$ cat config.mk
export PLATFORM = sky130hd
export DESIGN_NAME = button_and_auto_dimming_control
export DESIGN_NICKNAME = d
export VERILOG_FILES = /design/src/design/badc_pkg.sv /design/src/design/badc_press.sv /design/src/design/badc_duty.sv /design/src/design/button_and_auto_dimming_control.sv
export VERILOG_INCLUDE_DIRS = /design/src /design/src/design
export SDC_FILE = /design/constraint.sdc
export NUM_CORES = 1
export LEC_CHECK = 0
export ABC_AREA = 1
export BUFFER_PORTS_ARGS = -buffer_cell sky130_fd_sc_hd__buf_4
export CORE_MARGIN = 2
export CORE_UTILIZATION = 60
export DETAILED_ROUTE_END_ITERATION = 10
export HOLD_SLACK_MARGIN = 0.06
export PLACE_DENSITY = 0.78
export SYNTH_ARGS = -nofsm -noshare
export SYNTH_HDL_FRONTEND = slang
export SYNTH_SLANG_ARGS = --single-unit
$ cat constraint.sdc
create_clock -name clk_i -period 13.35 [get_ports clk_i]
set_clock_uncertainty 0.2 [all_clocks]
set_input_delay 2.0025 -clock clk_i [delete_from_list [all_inputs] [get_ports clk_i]]
set_output_delay 2.0025 -clock clk_i [all_outputs]
set_load 0.005 [all_outputs]
$ cat src/design/button_and_auto_dimming_control_assert.svh
// Assertion macros shared by the button and auto dimming control modules.
`ifndef BUTTON_AND_AUTO_DIMMING_CONTROL_ASSERT_SVH
`define BUTTON_AND_AUTO_DIMMING_CONTROL_ASSERT_SVH

// Same-cycle implication, checked on every rising edge outside reset.
`define BADC_ASSERT_IMP(lbl, clk, rstn, ante, cons) \
  lbl: assert property (@(posedge clk) disable iff (!(rstn)) (ante) |-> (cons)) \
    else $error("badc: same-cycle check failed");

// Next-cycle implication, checked on every rising edge outside reset.
`define BADC_ASSERT_NEXT(lbl, clk, rstn, ante, cons) \
  lbl: assert property (@(posedge clk) disable iff (!(rstn)) (ante) |=> (cons)) \
    else $error("badc: next-cycle check failed");

`endif

$ cat src/design/badc_pkg.sv
// Shared types and constants of the button and auto dimming control.
package badc_pkg;

  localparam int unsigned DataW   = 8;
  localparam int unsigned FiltW   = 16;
  localparam int unsigned CfgIdxW = 2;

  // Configuration register indexes.
  localparam logic [CfgIdxW-1:0] RegShortPressMin  = 2'd0;
  localparam logic [CfgIdxW-1:0] RegLongPressCount = 2'd1;
  localparam logic [CfgIdxW-1:0] RegMinBrightness  = 2'd2;

  // Reset values of the configuration registers.
  localparam logic [DataW-1:0] ShortPressMinRst  = 8'd5;
  localparam logic [DataW-1:0] LongPressCountRst = 8'd200;
  localparam logic [DataW-1:0] MinBrightnessRst  = 8'd30;

  // Top of the 8-bit range, used for saturation, clamping and inversion.
  localparam logic [DataW-1:0] DutyMax = 8'd255;

  // Right shift applied to the light by knob product in auto mode.
  localparam int unsigned ProdShift = 7;

  typedef struct packed {
    logic [DataW-1:0] short_press_min;
    logic [DataW-1:0] long_press_count;
    logic [DataW-1:0] min_brightness;
  } badc_cfg_t;

  // Mode flags after a tick, passed from the button logic to the duty path.
  typedef struct packed {
    logic backlight_on;
    logic auto_on;
    logic auto_toggled;
  } badc_flags_t;

endpackage

$ cat src/design/badc_press.sv
// Button press counter with the backlight and auto dimming toggles.
`include "button_and_auto_dimming_control_assert.svh"

module badc_press (
  input  logic                   clk_i,
  input  logic                   rst_ni,
  input  logic                   adv_i,
  input  logic                   held_i,
  input  badc_pkg::badc_cfg_t    cfg_i,
  output badc_pkg::badc_flags_t  flags_o
);

  logic [badc_pkg::DataW-1:0] press_count_q, press_count_d;
  logic                       backlight_q, backlight_d;
  logic                       auto_q, auto_d;
  logic                       short_press;
  logic                       long_press;

  // A release inside the short window toggles the backlight; hitting the long
  // count toggles auto dimming whatever the button level.
  always_comb begin
    short_press = !held_i && (press_count_q >= cfg_i.short_press_min) &&
                  (press_count_q < cfg_i.long_press_count);
    long_press  = (press_count_q == cfg_i.long_press_count);
    backlight_d = backlight_q ^ short_press;
    auto_d      = auto_q ^ long_press;
    if (!held_i) begin
      press_count_d = '0;
    end else if (press_count_q != badc_pkg::DutyMax) begin
      press_count_d = press_count_q + 8'd1;
    end else begin
      press_count_d = press_count_q;
    end
  end

  assign flags_o.backlight_on = backlight_d;
  assign flags_o.auto_on      = auto_d;
  assign flags_o.auto_toggled = long_press;

  // State moves only when a beat passes from the input to the result register.
  always_ff @(posedge clk_i or negedge rst_ni) begin
    if (!rst_ni) begin
      press_count_q <= '0;
      backlight_q   <= 1'b0;
      auto_q        <= 1'b0;
    end else if (adv_i) begin
      press_count_q <= press_count_d;
      backlight_q   <= backlight_d;
      auto_q        <= auto_d;
    end
  end

  `BADC_ASSERT_NEXT(a_hold_when_idle, clk_i, rst_ni, !adv_i,
                    $stable(press_count_q) && $stable(backlight_q) && $stable(auto_q))
  `BADC_ASSERT_IMP(a_backlight_on_release, clk_i, rst_ni, adv_i && (backlight_d != backlight_q),
                   !held_i)
  `BADC_ASSERT_NEXT(a_auto_only_on_long, clk_i, rst_ni, adv_i && !long_press,
                    auto_q == $past(auto_q))

endmodule

$ cat src/design/badc_duty.sv
// Sample filters, dimming duty selection and output smoothing.
module badc_duty (
  input  logic                        clk_i,
  input  logic                        rst_ni,
  input  logic                        adv_i,
  input  logic [badc_pkg::DataW-1:0]  knob_i,
  input  logic [badc_pkg::DataW-1:0]  light_i,
  input  logic [badc_pkg::DataW-1:0]  min_brightness_i,
  input  badc_pkg::badc_flags_t       flags_i,
  output logic [badc_pkg::DataW-1:0]  dimming_duty_o,
  output logic [badc_pkg::DataW-1:0]  backlight_compare_o
);

  logic [badc_pkg::FiltW-1:0] knob_filt_q, knob_filt_d;
  logic [badc_pkg::FiltW-1:0] light_filt_q, light_filt_d;
  logic [badc_pkg::FiltW-1:0] back_smooth_q, back_smooth_d;
  logic [badc_pkg::FiltW-1:0] dim_smooth_q, dim_smooth_d;
  logic [badc_pkg::DataW-1:0] knob_hi;
  logic [badc_pkg::DataW-1:0] light_hi;
  logic [2*badc_pkg::DataW-1:0] prod;
  logic [badc_pkg::DataW:0]   auto_raw;
  logic [badc_pkg::DataW-1:0] duty;
  logic [badc_pkg::DataW-1:0] back_duty;

  // First-order filters on the two samples.
  always_comb begin
    knob_filt_d  = knob_filt_q - (knob_filt_q >> 4) + {4'd0, knob_i, 4'd0};
    light_filt_d = light_filt_q - (light_filt_q >> 8) + {8'd0, light_i};
    knob_hi      = knob_filt_d[15:8];
    light_hi     = light_filt_d[15:8];
  end

  // Duty: scaled product clamped to the floor and full scale in auto mode,
  // the filtered knob with a floor in manual mode.
  always_comb begin
    prod     = light_hi * knob_hi;
    auto_raw = prod[15:badc_pkg::ProdShift];
    if (flags_i.auto_on) begin
      if (auto_raw < {1'b0, min_brightness_i}) begin
        duty = min_brightness_i;
      end else if (auto_raw > {1'b0, badc_pkg::DutyMax}) begin
        duty = badc_pkg::DutyMax;
      end else begin
        duty = auto_raw[7:0];
      end
    end else if (knob_hi < min_brightness_i) begin
      duty = min_brightness_i;
    end else begin
      duty = knob_hi;
    end
    back_duty = flags_i.backlight_on ? duty : '0;
  end

  // Output smoothers.
  always_comb begin
    back_smooth_d = back_smooth_q - (back_smooth_q >> 5) + {5'd0, back_duty, 3'd0};
    dim_smooth_d  = dim_smooth_q - (dim_smooth_q >> 5) + {5'd0, duty, 3'd0};
  end

  assign dimming_duty_o      = dim_smooth_d[15:8];
  assign backlight_compare_o = badc_pkg::DutyMax - back_smooth_d[15:8];

  always_ff @(posedge clk_i or negedge rst_ni) begin
    if (!rst_ni) begin
      knob_filt_q   <= '0;
      light_filt_q  <= '0;
      back_smooth_q <= '0;
      dim_smooth_q  <= '0;
    end else if (adv_i) begin
      knob_filt_q   <= knob_filt_d;
      light_filt_q  <= light_filt_d;
      back_smooth_q <= back_smooth_d;
      dim_smooth_q  <= dim_smooth_d;
    end
  end

endmodule

$ cat src/design/button_and_auto_dimming_control.sv
// Top level of the button and auto dimming control.
//
// Each input beat is one control tick: button level, knob sample and light
// sample. Every tick yields exactly one result beat with the smoothed dimming
// duty, the inverted backlight compare value and the mode flags.
// Beats pass an input register, then the filter and duty logic, then a result
// register. With no stall, an accepted beat is held in the input register and
// then loaded into the result register, where it is offered. One beat per
// cycle is sustained while out_stall_i stays low; the filter, product and
// smoother path is combinational between the two registers. When the receiver
// raises out_stall_i the result register holds its beat; the input register
// still takes one more beat, and in_stall_o rises only once both registers are
// full. Configuration registers are written through cfg_we_i, cfg_idx_i and
// cfg_data_i; the user must write them only while the block is idle, which
// the block does not enforce. An index beyond the last register is ignored.
// Reset clears the press counter, the flags, the filters and both smoothers,
// and loads the register defaults.
`include "button_and_auto_dimming_control_assert.svh"

module button_and_auto_dimming_control (
  input  logic                          clk_i,
  input  logic                          rst_ni,
  input  logic                          cfg_we_i,
  input  logic [badc_pkg::CfgIdxW-1:0]  cfg_idx_i,
  input  logic [badc_pkg::DataW-1:0]    cfg_data_i,
  input  logic                          in_valid_i,
  output logic                          in_stall_o,
  input  logic                          button_pressed_i,
  input  logic [badc_pkg::DataW-1:0]    knob_sample_i,
  input  logic [badc_pkg::DataW-1:0]    light_sample_i,
  output logic                          out_valid_o,
  input  logic                          out_stall_i,
  output logic [badc_pkg::DataW-1:0]    dimming_duty_o,
  output logic [badc_pkg::DataW-1:0]    backlight_compare_o,
  output logic                          backlight_on_o,
  output logic                          auto_on_o,
  output logic                          auto_toggled_o
);

  badc_pkg::badc_cfg_t        cfg_q;
  logic                       in_valid_q;
  logic                       button_q;
  logic [badc_pkg::DataW-1:0] knob_q;
  logic [badc_pkg::DataW-1:0] light_q;
  logic                       out_valid_q;
  logic [badc_pkg::DataW-1:0] dimming_q;
  logic [badc_pkg::DataW-1:0] compare_q;
  badc_pkg::badc_flags_t      flags_q;
  badc_pkg::badc_flags_t      flags_d;
  logic [badc_pkg::DataW-1:0] dimming_d;
  logic [badc_pkg::DataW-1:0] compare_d;
  logic                       adv;
  logic                       in_accept;

  // Configuration registers.
  always_ff @(posedge clk_i or negedge rst_ni) begin
    if (!rst_ni) begin
      cfg_q.short_press_min  <= badc_pkg::ShortPressMinRst;
      cfg_q.long_press_count <= badc_pkg::LongPressCountRst;
      cfg_q.min_brightness   <= badc_pkg::MinBrightnessRst;
    end else if (cfg_we_i) begin
      unique case (cfg_idx_i)
        badc_pkg::RegShortPressMin:  cfg_q.short_press_min  <= cfg_data_i;
        badc_pkg::RegLongPressCount: cfg_q.long_press_count <= cfg_data_i;
        badc_pkg::RegMinBrightness:  cfg_q.min_brightness   <= cfg_data_i;
        default: ;
      endcase
    end
  end

  // A beat advances when the result register is empty or being drained.
  assign adv        = in_valid_q && (!out_valid_q || !out_stall_i);
  assign in_stall_o = in_valid_q && !adv;
  assign in_accept  = in_valid_i && !in_stall_o;

  // Input register.
  always_ff @(posedge clk_i or negedge rst_ni) begin
    if (!rst_ni) begin
      in_valid_q <= 1'b0;
    end else if (in_accept) begin
      in_valid_q <= 1'b1;
    end else if (adv) begin
      in_valid_q <= 1'b0;
    end
  end

  always_ff @(posedge clk_i) begin
    if (in_accept) begin
      button_q <= button_pressed_i;
      knob_q   <= knob_sample_i;
      light_q  <= light_sample_i;
    end
  end

  badc_press u_press (
    .clk_i   (clk_i),
    .rst_ni  (rst_ni),
    .adv_i   (adv),
    .held_i  (button_q),
    .cfg_i   (cfg_q),
    .flags_o (flags_d)
  );

  badc_duty u_duty (
    .clk_i               (clk_i),
    .rst_ni              (rst_ni),
    .adv_i               (adv),
    .knob_i              (knob_q),
    .light_i             (light_q),
    .min_brightness_i    (cfg_q.min_brightness),
    .flags_i             (flags_d),
    .dimming_duty_o      (dimming_d),
    .backlight_compare_o (compare_d)
  );

  // Result register.
  always_ff @(posedge clk_i or negedge rst_ni) begin
    if (!rst_ni) begin
      out_valid_q <= 1'b0;
    end else if (adv) begin
      out_valid_q <= 1'b1;
    end else if (!out_stall_i) begin
      out_valid_q <= 1'b0;
    end
  end

  always_ff @(posedge clk_i) begin
    if (adv) begin
      dimming_q <= dimming_d;
      compare_q <= compare_d;
      flags_q   <= flags_d;
    end
  end

  assign out_valid_o         = out_valid_q;
  assign dimming_duty_o      = dimming_q;
  assign backlight_compare_o = compare_q;
  assign backlight_on_o      = flags_q.backlight_on;
  assign auto_on_o           = flags_q.auto_on;
  assign auto_toggled_o      = flags_q.auto_toggled;

  `BADC_ASSERT_IMP(a_stall_needs_beat, clk_i, rst_ni, in_stall_o,
                   in_valid_q && out_valid_q && out_stall_i)
  `BADC_ASSERT_NEXT(a_adv_fills_result, clk_i, rst_ni, adv, out_valid_q)

endmodule

### Yosys cells after proc, flatten, opt, wreduce, memory -nomap -nowiden

Cells that the tools add are included.

* register bits after elaboration: 136
* input port bits: 32
* word-level logic and storage cells: 72
* output and inout bits: 21

* muxes and demuxes: 11
* add/sub/neg operators: 10
* bitwise operators: 2
* reductions and logical operators: 17
* order comparisons: 5
* $mul: 1
* equal/unequal tests: 6

Operator list (count)
* 8-bit 2-to-1 mux: 7
* 16-bit by 11-bit adder with 16-bit output: 2
* 16-bit by 11-bit subtractor with 16-bit output: 2
* 16-bit by 12-bit adder with 16-bit output: 1
* 16-bit by 8-bit adder with 16-bit output: 1
* 8-bit less-than comparator: 2
* 8-bit by 8-bit multiplier with 16-bit output: 1
* 16-bit by 12-bit subtractor with 16-bit output: 1
* 16-bit by 8-bit subtractor with 16-bit output: 1
* 9-bit by 8-bit > comparator with 1-bit output (second input constant): 1
* 9-bit by 8-bit less-than comparator with 1-bit output: 1
* 8-bit by 1-bit adder with 8-bit output (second input constant): 1
* 8-bit == test: 1
* 8-bit >= comparator: 1
* 8-bit inequality test (second input constant): 1
* 2-bit AND reduction: 4
* 8-bit subtractor (first input constant): 1
* 1-bit logical AND: 5
* 1-bit zero test: 5
* 1-bit 2-to-1 mux: 4
* 2-bit by 1-bit inequality test with 1-bit output (second input constant): 2
* 2-bit by 1-bit == test with 1-bit output (second input constant): 1
* 2-bit == test (second input constant): 1
* 2-bit zero test: 1
* 3 further kinds: 4

### Longest topological paths before layout

Gate-level depths: netlist of run 1.

* depth in word-level cells: 10
* gate-level depth with buffers: 65
* depth with buffers taken out: 64

### By module

A second synthesis of run 1 with hierarchy kept.

* cell total of the unflattened synthesis: 1443
* area, all modules: 11960.2 µm²

By module, submodules not included
* badc_duty: times used 1, cells an instance 1144, area an instance 8710.9 µm², sequential area each 1601.5 µm²
* button_and_auto_dimming_control: times used 1, cells an instance 156, area an instance 2230.9 µm², sequential area each 1742.9 µm²
* badc_press: times used 1, cells an instance 143, area an instance 1018.5 µm², sequential area each 250.2 µm²

### Worst setup path after synthesis of run 1

No wires, ideal clock.

* path kind: register to register
* start: register knob_q[2] in the netlist's numbering
* end: register u_duty.dim_smooth_q[12] in the netlist's numbering
* data arrival time: 9.542 ns
* cell stages (with the launch flop): 60
* buffers on the path: 1
* setup slack: 3.525 ns
* required time: 13.067 ns
* cells stage by stage: edfxtp_1 > inv_1 > fa_1 > inv_1 > ha_1 > nand2_1 > nor2_1 > nand2_1 > nand2_2 > nand3_1 > nand2_1 > a21oi_1 > o21bai_1 > a21oi_1 > o21bai_1 > xor2_1 > inv_1 > nand3_1 > [... 24 more ...] > nand3_1 > nand2_1 > inv_1 > fa_1 > ha_1 > a21o_1 > a31oi_1 > o21ai_0 > nand2_1 > nand2_1 > a21oi_1 > o21ai_0 > a21oi_1 > nor2_1 > nor2_1 > xor2_1 > nand2_1 > o21ai_0

* word-level cells in the longest chain between the ends: 7
* elaborated cells between the ends (all ways): 10

Ends and longest elaborated chain
* start, declared: line button_and_auto_dimming_control.sv:43 `logic [badc_pkg::DataW-1:0] knob_q;`
* start signal, assigned: line button_and_auto_dimming_control.sv:90 `knob_q <= knob_sample_i;`
* 16-bit by 12-bit adder with 16-bit output *: line badc_duty.sv:27 `knob_filt_d = knob_filt_q - (knob_filt_q >> 4) + {4'd0, knob_i, 4'd0};`
* net u_duty.knob_filt_d (one bit): line badc_duty.sv:14 `logic [badc_pkg::FiltW-1:0] knob_filt_q, knob_filt_d;`
* 8-bit by 8-bit multiplier with 16-bit output: line badc_duty.sv:36 `prod = light_hi * knob_hi;`
* 9-bit by 8-bit > comparator with 1-bit output: line badc_duty.sv:41 `end else if (auto_raw > {1'b0, badc_pkg::DutyMax}) begin`
* 8-bit 2-to-1 mux: line badc_duty.sv:41
* 8-bit 2-to-1 mux: line badc_duty.sv:39 `if (auto_raw < {1'b0, min_brightness_i}) begin`
* 8-bit 2-to-1 mux *: line badc_duty.sv:38 `if (flags_i.auto_on) begin`
* 16-bit by 11-bit adder with 16-bit output *: line badc_duty.sv:57 `dim_smooth_d = dim_smooth_q - (dim_smooth_q >> 5) + {5'd0, duty, 3'd0};`
* net dimming_d (one bit): line button_and_auto_dimming_control.sv:50 `logic [badc_pkg::DataW-1:0] dimming_d;`
* end signal, assigned: line badc_duty.sv:73 `dim_smooth_q <= dim_smooth_d;`
* end, declared: line badc_duty.sv:17 `logic [badc_pkg::FiltW-1:0] dim_smooth_q, dim_smooth_d;`

The timed path passes the listed nets; every way through them passes the cells marked *.
A chain may end at the register's enable or synchronous reset.

### Worst setup path in the final report of run 1

* start: register u_duty.knob_filt_q[6] in the netlist's numbering
* end: register u_duty.back_smooth_q[15] in the netlist's numbering

* word-level cells in the longest chain between the ends: 9
* elaborated cells between the ends (all ways): 12

Ends and longest elaborated chain
* start, declared: line badc_duty.sv:14
* start signal, assigned: line badc_duty.sv:70 `knob_filt_q <= knob_filt_d;`
* 16-bit by 12-bit subtractor with 16-bit output *: line badc_duty.sv:27
* 16-bit by 12-bit adder with 16-bit output *: line badc_duty.sv:27
* net u_duty.knob_filt_d (one bit): line badc_duty.sv:14
* 8-bit by 8-bit multiplier with 16-bit output: line badc_duty.sv:36
* 9-bit by 8-bit > comparator with 1-bit output: line badc_duty.sv:41
* 8-bit 2-to-1 mux: line badc_duty.sv:41
* 8-bit 2-to-1 mux: line badc_duty.sv:39
* 8-bit 2-to-1 mux *: line badc_duty.sv:38
* 8-bit 2-to-1 mux *: line badc_duty.sv:51 `back_duty = flags_i.backlight_on ? duty : '0;`
* 16-bit by 11-bit adder with 16-bit output *: line badc_duty.sv:56 `back_smooth_d = back_smooth_q - (back_smooth_q >> 5) + {5'd0, back_duty, 3'd0};`
* end signal, assigned: line badc_duty.sv:72 `back_smooth_q <= back_smooth_d;`
* end, declared: line badc_duty.sv:16 `logic [badc_pkg::FiltW-1:0] back_smooth_q, back_smooth_d;`

Marks and branches as above.

==> results of run 1 <==
==> worst paths after layout <==
check / start / endpoint / slack [ps] / cells past startpoint
max: u_duty.knob_filt_q[6]$_DFFE_PN0P_ / u_duty.back_smooth_q[15]$_DFFE_PN0P_ / 1880 / 58
min: u_duty.knob_filt_q[0]$_DFFE_PN0P_ / u_duty.knob_filt_q[0]$_DFFE_PN0P_ / 280 / 2
max reg2reg: u_duty.knob_filt_q[6]$_DFFE_PN0P_ / u_duty.back_smooth_q[15]$_DFFE_PN0P_ / 1880 / 58
min reg2reg: u_duty.knob_filt_q[0]$_DFFE_PN0P_ / u_duty.knob_filt_q[0]$_DFFE_PN0P_ / 280 / 2
max in group asynchronous: rst_ni / cfg_q[17]$_DFFE_PN0P_ / 10350 / 2
min in group asynchronous: rst_ni / u_duty.knob_filt_q[9]$_DFFE_PN0P_ / 1390 / 1
==> cell families (layout without fill, tap and decap cells) <==
family          count (synthesis)  in the layout
buf+inv                       311            378
simple gates                  456            456
compound gates                228            228
flops                         136            136
fa+ha+maj                     202            202
xor+xnor                       47             47
==> sequential cells by signal, indices dropped and copies added (netlist names) <==
register / count
backlight_on_o: 1
u_press.backlight_q: 1
u_duty.knob_filt_q: 16
in_valid_q: 1
u_duty.light_filt_q: 16
u_press.auto_q: 1
light_q: 8
u_press.press_count_q: 8
backlight_compare_o: 8
out_valid_o: 1
dimming_duty_o: 8
u_duty.back_smooth_q: 16
button_q: 1
auto_on_o: 1
cfg_q: 24
auto_toggled_o: 1
u_duty.dim_smooth_q: 16
knob_q: 8
==> Yosys cell counts, types with 2 or more instances <==
cell	instances
inv_1	286
nand2_1	264
ha_1	132
o21ai_0	102
dfrtp_1	91
nor2_1	85
fa_1	70
a21oi_1	68
nand3_1	53
edfxtp_1	36
xor2_1	30
clkbuf_1	19
xnor2_1	17
nor3_1	13
nand2_2	12
dfstp_2	9
o211ai_1	9
o21bai_1	9
a21o_1	6
a31oi_1	6
o22ai_1	6
or2_2	6
nand2_4	4
o31ai_1	4
a211oi_1	3
a221oi_1	3
inv_2	3
nand3_2	3
nand3b_1	3
nor3b_1	3
buf_1	2
nand4_1	2
nand4_2	2
o21a_1	2
o21ai_1	2
o21ai_2	2
==> layer usage <==
layer	up-vias	global-route usage	part of all wire
met5	-	0	0
met4	0	0.0797	0.016
met3	35	0.0421	0.046
met2	235	0.443	0.46
met1	4424	0.393	0.48
li1	4514	-	-
==> final cells by class <==
cell class | count | area, um2 | share of cell area
multi-input cells | 933 | 6710 | 0.529
clock inverters | 14 | 141 | 0.0111
well taps | 234 | 293 | 0.0231
flip-flops and latches | 136 | 3590 | 0.283
repair buffers | 57 | 428 | 0.0337
inverters | 289 | 1080 | 0.0855
clock buffers | 18 | 439 | 0.0346
==> per-stage QoR <==
step / hold WS, ps / area [um2] / std cells / worst slack (ps)
3_5_place_dp: 273 / 12100 / 1649 / 1980
3_3_place_gp: 267 / 12100 / 1649 / 2150
2_1_floorplan: 252 / 11500 / 1380 / 3530
6_report: 285 / 12700 / 1681 / 1880
5_1_grt: 310 / 12700 / 1681 / 798
4_1_cts: 289 / 12700 / 1681 / 1940
==> tightest hold or removal path, delay by kind of cell (launching register included) <==
family,cells,cell delay [ps]
flops,1,340
simple gates,1,50
compound gates,1,60
==> flow_metrics.tcl, run 1 <==
set metrics [dict create \
    synthAdderAreaFrac 0.266 \
    cts.path.max_buffers 2 \
    netlist-cell-type-count 49 \
    ys.flop_type "dfrtp_1" \
    clock.fmax_mhz 87.2 \
    synth_mux_area_frac 0 \
    arrival_ps 11560 \
    ys_seq_area_frac 0.313 \
    drtPass1Iterations 7 \
    path_common_cell "nand2_1" \
    synth_area_per_cell_um2 8.32 \
    finalWirelength_um 26000 \
    synth_top_family_by_area "adder cells" \
    syn2layout_area_growth_pct 10.6 \
    h-tree-depth 4 \
    finalSetupTns_ps 0 \
    yosysWarningCount 0 \
    finalMaxSlewViolations 0 \
    synth_area_leaders "dfrtp_1 (20%), ha_1 (14%), fa_1 (12%)" \
    synthSimpleGateAreaFrac 0.171 \
    grt_pass1_wl_um 44100 \
    drc 0 \
    gp_congestion 0.936 \
    cp_max_fo 11 \
    syn-num-nets 1614 \
    place_hpwl_um 19600 \
    gr-usage-all-layers 0.277 \
    avgRoutedWirePerCell_um 15.5 \
    outcome "completed" \
    vias_per_cell 5.48 \
    synth-xor-area-share 0.0359 \
    ys_seq_elements 136 \
    finalCriticalPeriod_ps 11470 \
    final_common_cell "inv_1" \
    finalCritPeriodShare 0.859 \
    fin_util 0.676 \
    timing.critical_path.buf_inv 8 \
    num-fill-cells 1543 \
    die_x_um 142 \
    floorplan.io_pins 53 \
    cts_hold_repair.buffers 0 \
    yosys.area.top_type "dfrtp_1" \
    max_cap_violations 0 \
    antenna_found_initial 0 \
    slew_headroom 0.271 \
    critPathTopFamily "adder cells" \
    vias 9208 \
    die_h_um 142 \
    root_buffer "clkbuf_16" \
    crit_slowest_cell "xor2_1" \
    cts_resized 0 \
    core_area_um2 18800 \
    drive_gt1_frac 0.0940 \
    initial_core_util 0.612 \
    dr.first_iter.drc_count 732 \
    hp-class "reg -> reg" \
    syn_area_um2 11500 \
    synth_compound_area_frac 0.111 \
    path_clk_slew_ps 70 \
    path_class "reg -> reg" \
    critical_path_required_ps 13430 \
    yosysTopAreaCellShare 0.198 \
    worstMarginPinSlew_ps 1090 \
    final_cell_mix "inv_1 (285), nand2_1 (263), ha_1 (132)" \
    clkLatencyLatePin_ps 440 \
    setup_viol_count_final 0 \
    overflow 0 \
    cts_tree "yes" \
    synth_edf_count 36 \
    synth-async-reset-ratio 0.735 \
    finalHoldViolCount 0 \
    max_stage_delay_ps 690 \
    diodes 0 \
    ant_nets 0 \
    post-cts-setup-buffer-count 0 \
    nets 1668 \
    cts_made_buffers 17 \
    io_buffers 52 \
    rsz0062_at_grt "false" \
    cp-start-kind "flip-flop" \
    grt_max_degree 85 \
    cts_num_sinks 136 \
    cp-end-kind "flip-flop" \
    grt_pass1_vias 9198 \
    fp.dieArea_um2 20300 \
    synth_cells 1380 \
    rows 50 \
]
Power of run 1 is not shown: default switching activity piles up to over one toggle a cycle in this logic, so the estimate is an artifact.
==> inputs of run 2 (changes only) <==
--- a/config.mk
+++ b/config.mk
@@ -13,6 +13,8 @@
 export DETAILED_ROUTE_END_ITERATION = 10
 export HOLD_SLACK_MARGIN = 0.06
 export PLACE_DENSITY = 0.78
+export SETUP_SLACK_MARGIN = 0.4
 export SYNTH_ARGS = -nofsm -noshare
 export SYNTH_HDL_FRONTEND = slang
+export SYNTH_HIERARCHICAL = 1
 export SYNTH_SLANG_ARGS = --single-unit
==> flow_metrics.tcl, run 2 <==
set metrics [dict create \
    cts_tree "yes" \
    cp.depth 54 \
    startpoint "u_duty/knob_filt_q[7]$_DFFE_PN0P_" \
    max_cap_violations 0 \
    root_buffer "clkbuf_16" \
    die_h_um 145 \
    arrival_ps 11670 \
    path_clk_slew_ps 70 \
    regToRegSetupSlack_ps 1760 \
    critPathTopFamily "adder cells" \
    io_buffers 52 \
    nets 1716 \
    synth_area_per_cell_um2 8.29 \
    path_class "reg -> reg" \
    avgRoutedWirePerCell_um 15.1 \
    grt_pass1_wl_um 45000 \
    final_cell_mix "nand2_1 (306), inv_1 (278), ha_1 (132)" \
    largest_register "cfg_q" \
    netlist-cell-type-count 50 \
    r2r_start "u_duty/knob_filt_q[7]$_DFFE_PN0P_" \
    hp-class "reg -> reg" \
    finalWirelength_um 26600 \
    largest_register_ffs 24 \
    final_common_cell "nand2_1" \
    clkLatencyLatePin_ps 430 \
    syn_area_um2 12000 \
    drive_gt1_frac 0.106 \
    post-cts-setup-buffer-count 0 \
    cp_max_fo 9 \
    finalMaxSlewViolations 0 \
    initial_core_util 0.613 \
    cts_resized 0 \
    crit_slowest_cell "xnor2_1" \
    gr-usage-all-layers 0.263 \
    drtPass1Iterations 5 \
    yosys-top-cells-count "nand2_1 (306), inv_1 (278), ha_1 (132)" \
    grt_max_degree 78 \
    finalCriticalPeriod_ps 11590 \
    dr.first_iter.drc_count 670 \
    path_common_cell "inv_1" \
    timing.critical_path.buf_inv 10 \
    gp_congestion 0.915 \
    cp-start-kind "flip-flop" \
    finalSetupTns_ps 0 \
    yosysMostFrequentCell "nand2_1" \
    die_x_um 145 \
    yosysTopAreaCellShare 0.190 \
    ys_seq_elements 136 \
    ys_seq_area_frac 0.301 \
    finalHoldViolCount 0 \
    drc 0 \
    r2r_end "u_duty/back_smooth_q[15]$_DFFE_PN0P_" \
    cts_hold_repair.buffers 0 \
    vias 9522 \
    floorplan.io_pins 53 \
    synth_cells 1443 \
    antenna_found_initial 0 \
    setup_viol_count_final 0 \
    yosysWarningCount 6 \
    slew_headroom 0.355 \
    finalCritPeriodShare 0.868 \
    grt_pass1_vias 9385 \
    place_hpwl_um 20000 \
    cp-endpoint "u_duty/back_smooth_q[15]$_DFFE_PN0P_" \
    rows 51 \
    reg2regPathDepth 54 \
    synth-async-reset-ratio 0.735 \
    syn2layout_area_growth_pct 9.72 \
    h-tree-depth 4 \
    vias_per_cell 5.41 \
    fp.dieArea_um2 21100 \
    critical_path_required_ps 13430 \
    syn-num-nets 1677 \
    max_stage_delay_ps 720 \
    rsz0062_at_grt "false" \
    ant_nets 0 \
    yosys.area.top_type "dfrtp_1" \
    overflow 0 \
    outcome "completed" \
    cts.path.max_buffers 2 \
    cts_made_buffers 17 \
    clock.fmax_mhz 86.3 \
    cp-end-kind "flip-flop" \
    synth_edf_count 36 \
    cts_num_sinks 136 \
    core_area_um2 19500 \
    diodes 0 \
    ys.flop_type "dfrtp_1" \
    worstMarginPinSlew_ps 967 \
    synth_area_leaders "dfrtp_1 (19%), ha_1 (14%), fa_1 (12%)" \
]
-- run 2: changes by cell type in the layout (fill, tap and decap cells not counted), sizes merged, moves of 5 or more --
cell    before  now
inv        294  286
nand2      280  326
nand3       56   66
nand4        4   26
nor2        88  103
nor3        13    4
o211ai       9    2
o21ai      106   83
xnor2       17   12
xor2        30   35
-- run 2: per-stage QoR --
stage	cell area, um2	instances	setup WS [ps]	utilization	hold WS, ps
after floorplan	12000	1443	3620	-	242
after global placement	12500	1728	2270	0.640	256
after detailed placement	12500	1728	2010	0.640	260
after CTS	13100	1760	1890	0.672	276
after global routing	13100	1760	992	0.672	291
final	13100	1760	1760	0.672	273
-- run 2: kinds of logic (layout without fill, tap and decap cells) --
| logic type | after synthesis | count (layout) | synth area share |
|---|---|---|---|
| fa+ha+maj | 202 | 202 | 0.255 |
| simple gates | 542 | 542 | 0.208 |
| compound gates | 197 | 197 | 0.0932 |
| buf+inv | 319 | 371 | 0.108 |
| flops | 136 | 136 | 0.301 |
| xor+xnor | 47 | 47 | 0.0350 |
-- run 2: final cells by class --
cell class	instances	area (um2)
clock buffer	18	429
clock inverter	14	198
inverter	283	1060
fill	1580	6400
timing repair buffer	56	420
sequential	136	3590
tap	265	332
multi-input combinational	988	7090
-- run 2: routing by layer --
metal | wire [um] | vias up | share of wire | GRT usage
met5 | 0 | - | 0 | 0
met4 | 582 | 0 | 0.022 | 0.0833
met3 | 1340 | 52 | 0.050 | 0.0406
met2 | 12600 | 273 | 0.47 | 0.437
met1 | 12000 | 4528 | 0.45 | 0.357
li1 | - | 4669 | - | -
-- run 2: how the worst min path moves through the flow --
stage	cells after the start	endpoint	startpoint	slack [ps]
6_report	2	cfg_q[23]$_DFFE_PN0P_	cfg_q[23]$_DFFE_PN0P_	270
5_1_grt	2	cfg_q[11]$_DFFE_PN1P_	cfg_q[11]$_DFFE_PN1P_	290
4_1_cts	2	cfg_q[23]$_DFFE_PN0P_	cfg_q[23]$_DFFE_PN0P_	280
3_5_place_dp	2	cfg_q[23]$_DFFE_PN0P_	cfg_q[23]$_DFFE_PN0P_	260
3_3_place_gp	2	cfg_q[21]$_DFFE_PN0P_	cfg_q[21]$_DFFE_PN0P_	260
2_1_floorplan	2	cfg_q[10]$_DFFE_PN0P_	cfg_q[10]$_DFFE_PN0P_	240
-- run 2: worst reg2reg max path, delay by kind of cell (launching register included) --
family                   cells  cell delay, ps
AO/OA/AOI/OAI               17            3140
XOR/XNOR                     3            1250
adder cells (fa/ha/maj)     10            4430
buffers and inverters       10             730
flip-flops                   1             350
AND/OR/NAND/NOR             14            1320
Power of run 2 is left out for the same reason.
